File: config.mk
export PLATFORM = sky130hd
export DESIGN_NAME = clock_tree_frequency_calc
export DESIGN_NICKNAME = d
export VERILOG_FILES = /design/src/rtl/ctf_pkg.sv /design/src/rtl/ctf_div_pipe.sv /design/src/rtl/ctf_mul_stage.sv /design/src/rtl/ctf_bus_stage.sv /design/src/rtl/clock_tree_frequency_calc.sv
export VERILOG_INCLUDE_DIRS = /design/src /design/src/rtl
export SDC_FILE = /design/constraint.sdc
export NUM_CORES = 2
export LEC_CHECK = 0
export ABC_AREA = 1
export BUFFER_PORTS_ARGS = -buffer_cell sky130_fd_sc_hd__buf_2
export CAP_MARGIN = 20
export CORE_UTILIZATION = 57
export DETAILED_ROUTE_END_ITERATION = 10
export HOLD_SLACK_MARGIN = 0.08
export MAX_ROUTING_LAYER = met4
export PLACE_DENSITY = 0.83
export SLEW_MARGIN = 20
export SYNTH_ARGS = -nofsm -noshare
export SYNTH_HDL_FRONTEND = slang
export SYNTH_SLANG_ARGS = --single-unit
export TNS_END_PERCENT = 20
File: constraint.sdc
create_clock -name clk_i -period 10.5 [get_ports clk_i]
set_input_delay 1.05 -clock clk_i [delete_from_list [all_inputs] [get_ports clk_i]]
set_output_delay 1.05 -clock clk_i [all_outputs]
set_load 0.05 [all_outputs]
File: src/rtl/clock_tree_frequency_calc_macros.svh
// ----------------------------------------------------------------------------
// clock tree frequency calculator assertion macros
// shared property forms for the concurrent checks of the block
// ----------------------------------------------------------------------------
`ifndef CLOCK_TREE_FREQUENCY_CALC_MACROS_SVH
`define CLOCK_TREE_FREQUENCY_CALC_MACROS_SVH

// same-cycle implication, disabled during reset
`define CTF_ASSERT_SAME(label, ante, cons, msg) \
  label: assert property (@(posedge clk_i) disable iff (!rst_ni) (ante) |-> (cons)) \
    else $error(msg);

// next-cycle implication, disabled during reset
`define CTF_ASSERT_NEXT(label, ante, cons, msg) \
  label: assert property (@(posedge clk_i) disable iff (!rst_ni) (ante) |=> (cons)) \
    else $error(msg);

`endif

File: src/rtl/ctf_pkg.sv
// ----------------------------------------------------------------------------
// clock tree frequency calculator package
// widths, codes, prescaler tables and the sideband record of the pipeline
// ----------------------------------------------------------------------------
package ctf_pkg;

  localparam int OSC_W  = 27;
  localparam int M_W    = 6;
  localparam int N_W    = 9;
  localparam int P_W    = 4;
  localparam int PROD_W = OSC_W + N_W;
  localparam int FREQ_W = 32;
  localparam int CFG_IDX_W  = 8;
  localparam int CFG_DATA_W = 32;

  localparam logic [1:0] SRC_INTERNAL = 2'd0;
  localparam logic [1:0] SRC_EXTERNAL = 2'd1;
  localparam logic [1:0] SRC_PLL      = 2'd2;
  localparam logic [1:0] SRC_INVALID  = 2'd3;

  localparam logic [CFG_IDX_W-1:0] CFG_INTERNAL_OSC = 8'd0;
  localparam logic [CFG_IDX_W-1:0] CFG_EXTERNAL_OSC = 8'd1;

  localparam logic [OSC_W-1:0] INTERNAL_OSC_RESET = 27'd16000000;
  localparam logic [OSC_W-1:0] EXTERNAL_OSC_RESET = 27'd8000000;

  typedef struct packed {
    logic           bad;
    logic [N_W-1:0] n;
    logic [P_W-1:0] p;
    logic [3:0]     ahb;
    logic [2:0]     apb1;
    logic [2:0]     apb2;
  } ctf_side_t;

  function automatic logic [3:0] ahb_shift(input logic [3:0] code);
    logic [3:0] sh;
    case (code)
      4'd8:    sh = 4'd1;
      4'd9:    sh = 4'd2;
      4'd10:   sh = 4'd3;
      4'd11:   sh = 4'd4;
      4'd12:   sh = 4'd6;
      4'd13:   sh = 4'd7;
      4'd14:   sh = 4'd8;
      4'd15:   sh = 4'd9;
      default: sh = 4'd0;
    endcase
    return sh;
  endfunction

  function automatic logic [2:0] apb_shift(input logic [2:0] code);
    logic [2:0] sh;
    case (code)
      3'd4:    sh = 3'd1;
      3'd5:    sh = 3'd2;
      3'd6:    sh = 3'd3;
      3'd7:    sh = 3'd4;
      default: sh = 3'd0;
    endcase
    return sh;
  endfunction

  function automatic logic [P_W-1:0] pll_p_div(input logic [1:0] code);
    logic [P_W-1:0] p;
    case (code)
      2'd0:    p = 4'd2;
      2'd1:    p = 4'd4;
      2'd2:    p = 4'd6;
      default: p = 4'd8;
    endcase
    return p;
  endfunction

endpackage

File: src/rtl/ctf_div_pipe.sv
// ----------------------------------------------------------------------------
// pipelined restoring divider
// unsigned dividend over narrow divisor, BPS quotient bits per register stage
// ----------------------------------------------------------------------------
module ctf_div_pipe import ctf_pkg::*; #(
  parameter int DW  = 27,
  parameter int VW  = 6,
  parameter int BPS = 4
) (
  input  logic          clk_i,
  input  logic          rst_ni,
  input  logic          in_valid_i,
  output logic          in_ready_o,
  input  logic [DW-1:0] dividend_i,
  input  logic [VW-1:0] divisor_i,
  input  ctf_side_t     side_i,
  output logic          out_valid_o,
  input  logic          out_ready_i,
  output logic [DW-1:0] quotient_o,
  output ctf_side_t     side_o
);

  localparam int NS = (DW + BPS - 1) / BPS;

  logic [NS-1:0] v_q;
  logic [NS:0]   rdy;
  logic [DW-1:0] x_q [NS];
  logic [DW-1:0] x_d [NS];
  logic [VW-1:0] r_q [NS];
  logic [VW-1:0] r_d [NS];
  logic [VW-1:0] d_q [NS];
  ctf_side_t     side_q [NS];

  assign rdy[NS] = out_ready_i;

  for (genvar s = 0; s < NS; s++) begin : g_stage
    logic          v_in;
    logic [DW-1:0] x_in;
    logic [VW-1:0] r_in;
    logic [VW-1:0] d_in;
    ctf_side_t     side_in;

    if (s == 0) begin : g_first
      assign v_in    = in_valid_i;
      assign x_in    = dividend_i;
      assign r_in    = '0;
      assign d_in    = divisor_i;
      assign side_in = side_i;
    end else begin : g_next
      assign v_in    = v_q[s-1];
      assign x_in    = x_q[s-1];
      assign r_in    = r_q[s-1];
      assign d_in    = d_q[s-1];
      assign side_in = side_q[s-1];
    end

    assign rdy[s] = !v_q[s] | rdy[s+1];

    always_comb begin : p_steps
      logic [VW:0]   t;
      logic [DW-1:0] x;
      logic [VW-1:0] r;
      x = x_in;
      r = r_in;
      for (int k = 0; k < BPS; k++) begin
        if (s * BPS + k < DW) begin
          t = {r, x[DW-1]};
          if (t >= {1'b0, d_in}) begin
            t = t - {1'b0, d_in};
            x = {x[DW-2:0], 1'b1};
          end else begin
            x = {x[DW-2:0], 1'b0};
          end
          r = t[VW-1:0];
        end
      end
      x_d[s] = x;
      r_d[s] = r;
    end

    always_ff @(posedge clk_i or negedge rst_ni) begin
      if (!rst_ni) begin
        v_q[s] <= 1'b0;
      end else if (rdy[s]) begin
        v_q[s] <= v_in;
      end
    end

    always_ff @(posedge clk_i) begin
      if (rdy[s]) begin
        x_q[s]    <= x_d[s];
        r_q[s]    <= r_d[s];
        d_q[s]    <= d_in;
        side_q[s] <= side_in;
      end
    end
  end

  assign in_ready_o  = rdy[0];
  assign out_valid_o = v_q[NS-1];
  assign quotient_o  = x_q[NS-1];
  assign side_o      = side_q[NS-1];

endmodule

File: src/rtl/ctf_mul_stage.sv
// ----------------------------------------------------------------------------
// pll multiplier stage
// registered product of the divided reference and the feedback multiplier
// ----------------------------------------------------------------------------
module ctf_mul_stage import ctf_pkg::*; (
  input  logic              clk_i,
  input  logic              rst_ni,
  input  logic              in_valid_i,
  output logic              in_ready_o,
  input  logic [OSC_W-1:0]  ref_i,
  input  ctf_side_t         side_i,
  output logic              out_valid_o,
  input  logic              out_ready_i,
  output logic [PROD_W-1:0] prod_o,
  output ctf_side_t         side_o
);

  logic              v_q;
  logic [PROD_W-1:0] prod_q;
  logic [PROD_W-1:0] prod_d;
  ctf_side_t         side_q;

  assign in_ready_o = !v_q | out_ready_i;
  assign prod_d     = PROD_W'(ref_i) * PROD_W'(side_i.n);

  always_ff @(posedge clk_i or negedge rst_ni) begin
    if (!rst_ni) begin
      v_q <= 1'b0;
    end else if (in_ready_o) begin
      v_q <= in_valid_i;
    end
  end

  always_ff @(posedge clk_i) begin
    if (in_ready_o) begin
      prod_q <= prod_d;
      side_q <= side_i;
    end
  end

  assign out_valid_o = v_q;
  assign prod_o      = prod_q;
  assign side_o      = side_q;

endmodule

File: src/rtl/ctf_bus_stage.sv
// ----------------------------------------------------------------------------
// bus prescaler and output stage
// applies bus and peripheral prescalers, saturates and holds the result
// ----------------------------------------------------------------------------
module ctf_bus_stage import ctf_pkg::*; (
  input  logic                clk_i,
  input  logic                rst_ni,
  input  logic                in_valid_i,
  output logic                in_ready_o,
  input  logic [PROD_W-1:0]   sys_i,
  input  ctf_side_t           side_i,
  output logic                out_valid_o,
  input  logic                out_ready_i,
  output logic [4*FREQ_W-1:0] freq_o,
  output logic                bad_o
);

  function automatic logic [FREQ_W-1:0] sat32(input logic [PROD_W-1:0] v);
    return (|v[PROD_W-1:FREQ_W]) ? '1 : v[FREQ_W-1:0];
  endfunction

  logic                v_q;
  logic [4*FREQ_W-1:0] freq_q;
  logic [4*FREQ_W-1:0] freq_d;
  logic                bad_q;
  logic [PROD_W-1:0]   hclk;
  logic [PROD_W-1:0]   pclk1;
  logic [PROD_W-1:0]   pclk2;

  assign in_ready_o = !v_q | out_ready_i;

  always_comb begin
    hclk  = sys_i >> ahb_shift(side_i.ahb);
    pclk1 = hclk >> apb_shift(side_i.apb1);
    pclk2 = hclk >> apb_shift(side_i.apb2);
    if (side_i.bad) begin
      freq_d = '0;
    end else begin
      freq_d = {sat32(pclk2), sat32(pclk1), sat32(hclk), sat32(sys_i)};
    end
  end

  always_ff @(posedge clk_i or negedge rst_ni) begin
    if (!rst_ni) begin
      v_q <= 1'b0;
    end else if (in_ready_o) begin
      v_q <= in_valid_i;
    end
  end

  always_ff @(posedge clk_i) begin
    if (in_ready_o) begin
      freq_q <= freq_d;
      bad_q  <= side_i.bad;
    end
  end

  assign out_valid_o = v_q;
  assign freq_o      = freq_q;
  assign bad_o       = bad_q;

endmodule

File: src/rtl/clock_tree_frequency_calc.sv
// ----------------------------------------------------------------------------
// clock tree frequency calculator
// system, bus and peripheral clock frequencies from clock-control fields
// ----------------------------------------------------------------------------
// channel   dir  transfer when               contents
// s_axis    in   s_axis_tvalid & tready      one set of clock-control fields
// m_axis    out  m_axis_tvalid & tready      four frequencies and error flag
// cfg       in   cfg_valid_i & cfg_ready_o   oscillator frequency registers
//
// one item per cycle while the output is not stalled, through the reference divider
// pipeline, the multiplier stage, the output divider pipeline and the bus stage
// reset clears all stage valid bits and loads 16 MHz and 8 MHz oscillator values
// each stage advances when empty or when the stage after it advances, so
// bubbles close up under a stalled output and nothing is lost or repeated
// ----------------------------------------------------------------------------
module clock_tree_frequency_calc import ctf_pkg::*; #(
  parameter int REF_DIV_BPS = 4,
  parameter int OUT_DIV_BPS = 6
) (
  input  logic                  clk_i,
  input  logic                  rst_ni,
  input  logic                  s_axis_tvalid,
  output logic                  s_axis_tready,
  // ahb_code, apb1_code, apb2_code, pll_m, pll_n, pll_p_code, zero fill
  input  logic [31:0]           s_axis_tdata,
  // sys_source, pll_from_external
  input  logic [2:0]            s_axis_tuser,
  output logic                  m_axis_tvalid,
  input  logic                  m_axis_tready,
  // sysclk_hz, hclk_hz, pclk1_hz, pclk2_hz
  output logic [4*FREQ_W-1:0]   m_axis_tdata,
  // bad_setting
  output logic [0:0]            m_axis_tuser,
  input  logic                  cfg_valid_i,
  output logic                  cfg_ready_o,
  input  logic [CFG_IDX_W-1:0]  cfg_index_i,
  input  logic [CFG_DATA_W-1:0] cfg_data_i
);

`include "clock_tree_frequency_calc_macros.svh"

  logic [OSC_W-1:0] internal_osc_q;
  logic [OSC_W-1:0] external_osc_q;

  assign cfg_ready_o = 1'b1;

  always_ff @(posedge clk_i or negedge rst_ni) begin
    if (!rst_ni) begin
      internal_osc_q <= INTERNAL_OSC_RESET;
      external_osc_q <= EXTERNAL_OSC_RESET;
    end else if (cfg_valid_i) begin
      unique case (cfg_index_i)
        CFG_INTERNAL_OSC: internal_osc_q <= cfg_data_i[OSC_W-1:0];
        CFG_EXTERNAL_OSC: external_osc_q <= cfg_data_i[OSC_W-1:0];
        default: ;
      endcase
    end
  end

  logic [1:0]       sys_source;
  logic             pll_from_external;
  logic [M_W-1:0]   pll_m;
  logic [N_W-1:0]   pll_n;
  logic [1:0]       pll_p_code;
  logic             use_pll;
  logic [OSC_W-1:0] dividend;
  logic [M_W-1:0]   divisor;
  ctf_side_t        side_in;

  assign sys_source        = s_axis_tuser[1:0];
  assign pll_from_external = s_axis_tuser[2];
  assign pll_m             = s_axis_tdata[15:10];
  assign pll_n             = s_axis_tdata[24:16];
  assign pll_p_code        = s_axis_tdata[26:25];
  assign use_pll           = (sys_source == SRC_PLL);

  // non-pll sources pass through with unit divisors and multiplier
  always_comb begin
    unique case (sys_source)
      SRC_INTERNAL: dividend = internal_osc_q;
      SRC_EXTERNAL: dividend = external_osc_q;
      SRC_PLL:      dividend = pll_from_external ? external_osc_q : internal_osc_q;
      default:      dividend = '0;
    endcase
    divisor      = (use_pll && pll_m != '0) ? pll_m : M_W'(1);
    side_in.bad  = (sys_source == SRC_INVALID) || (use_pll && pll_m == '0);
    side_in.n    = use_pll ? pll_n : N_W'(1);
    side_in.p    = use_pll ? pll_p_div(pll_p_code) : P_W'(1);
    side_in.ahb  = s_axis_tdata[3:0];
    side_in.apb1 = s_axis_tdata[6:4];
    side_in.apb2 = s_axis_tdata[9:7];
  end

  logic              d1_valid;
  logic              d1_ready;
  logic [OSC_W-1:0]  d1_quot;
  ctf_side_t         d1_side;
  logic              mul_valid;
  logic              mul_ready;
  logic [PROD_W-1:0] mul_prod;
  ctf_side_t         mul_side;
  logic              d2_valid;
  logic              d2_ready;
  logic [PROD_W-1:0] d2_quot;
  ctf_side_t         d2_side;

  ctf_div_pipe #(
    .DW  (OSC_W),
    .VW  (M_W),
    .BPS (REF_DIV_BPS)
  ) u_ref_div (
    .clk_i       (clk_i),
    .rst_ni      (rst_ni),
    .in_valid_i  (s_axis_tvalid),
    .in_ready_o  (s_axis_tready),
    .dividend_i  (dividend),
    .divisor_i   (divisor),
    .side_i      (side_in),
    .out_valid_o (d1_valid),
    .out_ready_i (d1_ready),
    .quotient_o  (d1_quot),
    .side_o      (d1_side)
  );

  ctf_mul_stage u_mul (
    .clk_i       (clk_i),
    .rst_ni      (rst_ni),
    .in_valid_i  (d1_valid),
    .in_ready_o  (d1_ready),
    .ref_i       (d1_quot),
    .side_i      (d1_side),
    .out_valid_o (mul_valid),
    .out_ready_i (mul_ready),
    .prod_o      (mul_prod),
    .side_o      (mul_side)
  );

  ctf_div_pipe #(
    .DW  (PROD_W),
    .VW  (P_W),
    .BPS (OUT_DIV_BPS)
  ) u_out_div (
    .clk_i       (clk_i),
    .rst_ni      (rst_ni),
    .in_valid_i  (mul_valid),
    .in_ready_o  (mul_ready),
    .dividend_i  (mul_prod),
    .divisor_i   (mul_side.p),
    .side_i      (mul_side),
    .out_valid_o (d2_valid),
    .out_ready_i (d2_ready),
    .quotient_o  (d2_quot),
    .side_o      (d2_side)
  );

  ctf_bus_stage u_bus (
    .clk_i       (clk_i),
    .rst_ni      (rst_ni),
    .in_valid_i  (d2_valid),
    .in_ready_o  (d2_ready),
    .sys_i       (d2_quot),
    .side_i      (d2_side),
    .out_valid_o (m_axis_tvalid),
    .out_ready_i (m_axis_tready),
    .freq_o      (m_axis_tdata),
    .bad_o       (m_axis_tuser[0])
  );

  logic [FREQ_W-1:0] out_sys;
  logic [FREQ_W-1:0] out_hclk;
  logic [FREQ_W-1:0] out_pclk1;
  logic [FREQ_W-1:0] out_pclk2;
  logic              out_err;

  assign out_sys   = m_axis_tdata[FREQ_W-1:0];
  assign out_hclk  = m_axis_tdata[2*FREQ_W-1:FREQ_W];
  assign out_pclk1 = m_axis_tdata[3*FREQ_W-1:2*FREQ_W];
  assign out_pclk2 = m_axis_tdata[4*FREQ_W-1:3*FREQ_W];
  assign out_err   = m_axis_tvalid & m_axis_tuser[0];

  `CTF_ASSERT_SAME(a_bad_zero, out_err, m_axis_tdata == '0, "nonzero frequency on error")
  `CTF_ASSERT_SAME(a_hclk_le_sys, m_axis_tvalid, out_hclk <= out_sys, "hclk above sysclk")
  `CTF_ASSERT_SAME(a_pclk1_le_hclk, m_axis_tvalid, out_pclk1 <= out_hclk, "pclk1 above hclk")
  `CTF_ASSERT_SAME(a_pclk2_le_hclk, m_axis_tvalid, out_pclk2 <= out_hclk, "pclk2 above hclk")
  `CTF_ASSERT_SAME(a_ready_when_drained, !m_axis_tvalid, s_axis_tready, "stall with empty output")

endmodule

==> flow_summary.toml <==
[flow_run]
drv_cap = 0

[sta]
worst_slew_pin_slew_ns = 0.9992
fin_skew_ns = 0.04116
finalSetupTns_ns = 0
relSlewSlack_pct = 32.98
rsz0062_at_grt = "no"
fmax_mhz = 105.9
hold_viol_final = 0
layout_setup_ws_ns = 1.059
finalCritPeriodShare_pct = 89.91
fin_crit_ns = 9.441
setup-violations-final = 0
drv_slew = 0

[critical_path]
crit_type = "register to register"
start_kind = "register"
r2r_cells = 51
worstPathRequired_ns = 11.04
slowest_stage = "edfxtp_1"
cpPeakStageDelay_ns = 0.61
reg2reg_to = "u_out_div.r_q[3][3]"
worstPathArrival_ns = 9.98
end_kind = "register"
crit_path_max_fanout = 10
ff2ff_setup_slack_ns = 1.06
regToRegStartpoint = "u_out_div.side_q[2][11]"

[cells_and_area]
layout_common_cells = "nand2_1 (1,371), edfxtp_1 (931), inv_1 (848)"
fin_area_sq_mm = 0.06509
post-route-util_pct = 63.52
drive_gt1_share_pct = 11.83
fill_cells = 7898
final_common_cell = "nand2_1"
nNetsFinal = 6733
diodes = 0
syn2layout_area_growth_pct = 9.691

[synthesis]
yosysUniqueCellTypes = 78
async_flop_share_pct = 6.900
ys_ff_latch = 1000
avgSynthCellArea_sq_um = 10.12
syn-num-nets = 6540
synth_warnings = 0
syn_area_sq_mm = 0.05934
synth_edf_count = 931
ys.flop_type = "edfxtp_1"
ys_seq_area_share_pct = 50.05
synthCells = 5865

[global_route]
use_met3_pct = 3.102
track_usage_pct = 24.75
grt_pass1_vias = 41120
antenna_found_initial = 0
grt_pass1_wl_microns = 205800
use_met2_pct = 43.90
grt_overflow = 0
grt_max_degree = 79
grt_use_met1_pct = 28.25
grt-busiest-layer = "met2"

[route]
drt-pass1-iter-count = 8
drc = 0
postRouteAntennaNets = 0
drt_iter0_markers = 2890
vias = 40900
avgRoutedWirePerCell_microns = 16.70
viasPerCell = 5.443
finalWirelength_microns = 125500

[floorplan]
dieWidth_microns = 324.7
start_util_pct = 57.91
io_pins = 212
die_h_microns = 324.7
rows = 117
dieArea_sq_mm = 0.1054
fp.coreArea_sq_mm = 0.1025

[clocking]
cts_inserted_buffers = 102
cts_root_buffer = "clkbuf_16"
cts_setup_buffers = 0
clk_latency_ns = 0.69
tritoncts = "built"
cts_buffer_depth = 3
clk_transition_reported_paths_ns = 0.06
cts_sinks = 1000
cts_htree_levels = 3
cts_hold_buf = 0

[place]
place.gp.congestion = 0.9854
portBuffers = 200
dp_hpwl_microns = 93450
placed_area_sq_mm = 0.06166
post-place-ws_ns = 1.071

[run_status]
outcome = "completed"

[worst_hold_path]
hold_class = "input port to asynchronous set/reset pin"
==> stage by stage <==
step           hold WS, ns  cells
6_report            0.2566   7514
5_1_grt             0.2447   7514
4_1_cts             0.4020   7511
3_5_place_dp        0.4045   7319
3_3_place_gp        0.4001   7319
2_1_floorplan       0.4003   5865
==> worst max-delay path by stage <==
stage,depth (start not counted),startpoint,end
CTS,51,u_out_div.side_q[2][11],u_out_div.r_q[3][3]
detailed placement,52,u_out_div.side_q[2][11],u_out_div.r_q[3][3]
finish,51,u_out_div.side_q[2][11],u_out_div.r_q[3][3]
floorplan,16,m_axis_tready,s_axis_tready
global placement,56,u_out_div.side_q[3][11],u_out_div.r_q[4][3]
global route,52,u_out_div.side_q[2][11],u_out_div.r_q[3][3]
==> cell families after synthesis <==
| family | synth area share [%] |
|---|---|
| compound gates | 8.029 |
| xor+xnor | 2.450 |
| fa+ha+maj | 15.52 |
| buf+inv | 6.834 |
| flops | 50.05 |
| mux | 0.1982 |
| other cells | 0.006319 |
| simple gates | 16.91 |
==> cell type report <==
cell class,count,area (sq um),area share (%)
flip-flops and latches,1000,29700,45.63
multi-input cells,3825,25610,39.35
inverters,884,3323,5.105
clock buffers,130,2784,4.277
well taps,1368,1712,2.630
repair buffers,245,1376,2.114
clock inverters,62,581.8,0.8938
==> synth_stat cells, types with 7 or more instances <==
cell      instances  area (sq um)
o21a_1           17         127.6
a21boi_0          7         52.55
o21bai_1         24         180.2
nand3_4          29         508.0
o21ai_2          62         543.0
dfrtp_1          55          1376
inv_1           857          3217
a31o_2            7         61.31
nand3_1         269          1346
a211oi_1         11         82.58
buf_6            11         123.9
xnor2_1          70         613.1
nand2_4          24         270.3
a31oi_1          21         131.4
mux2i_1           7         70.07
nand2_1        1374          5157
or2_2            17         106.4
edfxtp_1        931         27960
xor2_1           96         840.8
clkbuf_1        109         409.1
nor3_1           50         250.2
inv_2            21         78.83
nor4_1            9         56.30
fa_1            235          4705
o21ai_0         253          1266
o211ai_1         25         187.7
ha_1            360          4504
buf_1             7         26.28
nand2_2          51         319.1
nor2_1          326          1224
nand3_2          15         150.1
buf_2            20         100.1
nor2_4            7         78.83
dfstp_2          14         367.9
buf_4             8         60.06
nor2_2           23         143.9
a21oi_2          12         105.1
a21oi_1         206          1031
o21ai_1         125         625.6
nand4_1          33         206.5
==> worst max-delay path: cells and delay by family, from the launching register on <==
kind / cells / cell delay, ns
buf+inv: 8 / 0.91
fa+ha+maj: 6 / 1.92
flops: 1 / 0.61
simple gates: 25 / 3.56
compound gates: 12 / 2.27
==> what timing repair did <==
action | CTS | global route
gates resized for setup | 0 | 1
endpoints found under the setup margin | 0 | 4
endpoints found under the hold margin | 0 | 0
==> state kept, by name, indices dropped and copies added, names as in the netlist, 15 cells and up <==
signal            flops
u_out_div.x_q       216
u_ref_div.x_q       189
u_ref_div.side_q    168
u_bus.freq_o        128
u_out_div.side_q     80
u_mul.prod_o         36
u_ref_div.d_q        36
u_ref_div.r_q        36
external_osc_q       27
internal_osc_q       27
u_out_div.r_q        20
u_mul.side_o         15
==> routing by layer <==
metal / routed length, microns / part of all wire (%) / vias to the layer above
li1: - / - / 19867
met5: 0 / 0 / -
met3: 5721 / 4.6 / 355
met4: 5348 / 4.3 / 0
met1: 49490 / 39 / 19363
met2: 64950 / 52 / 1315
Power is left out: the tool's default activity adds up to more than one toggle a clock period on the data nets, which glitch-free logic cannot reach.
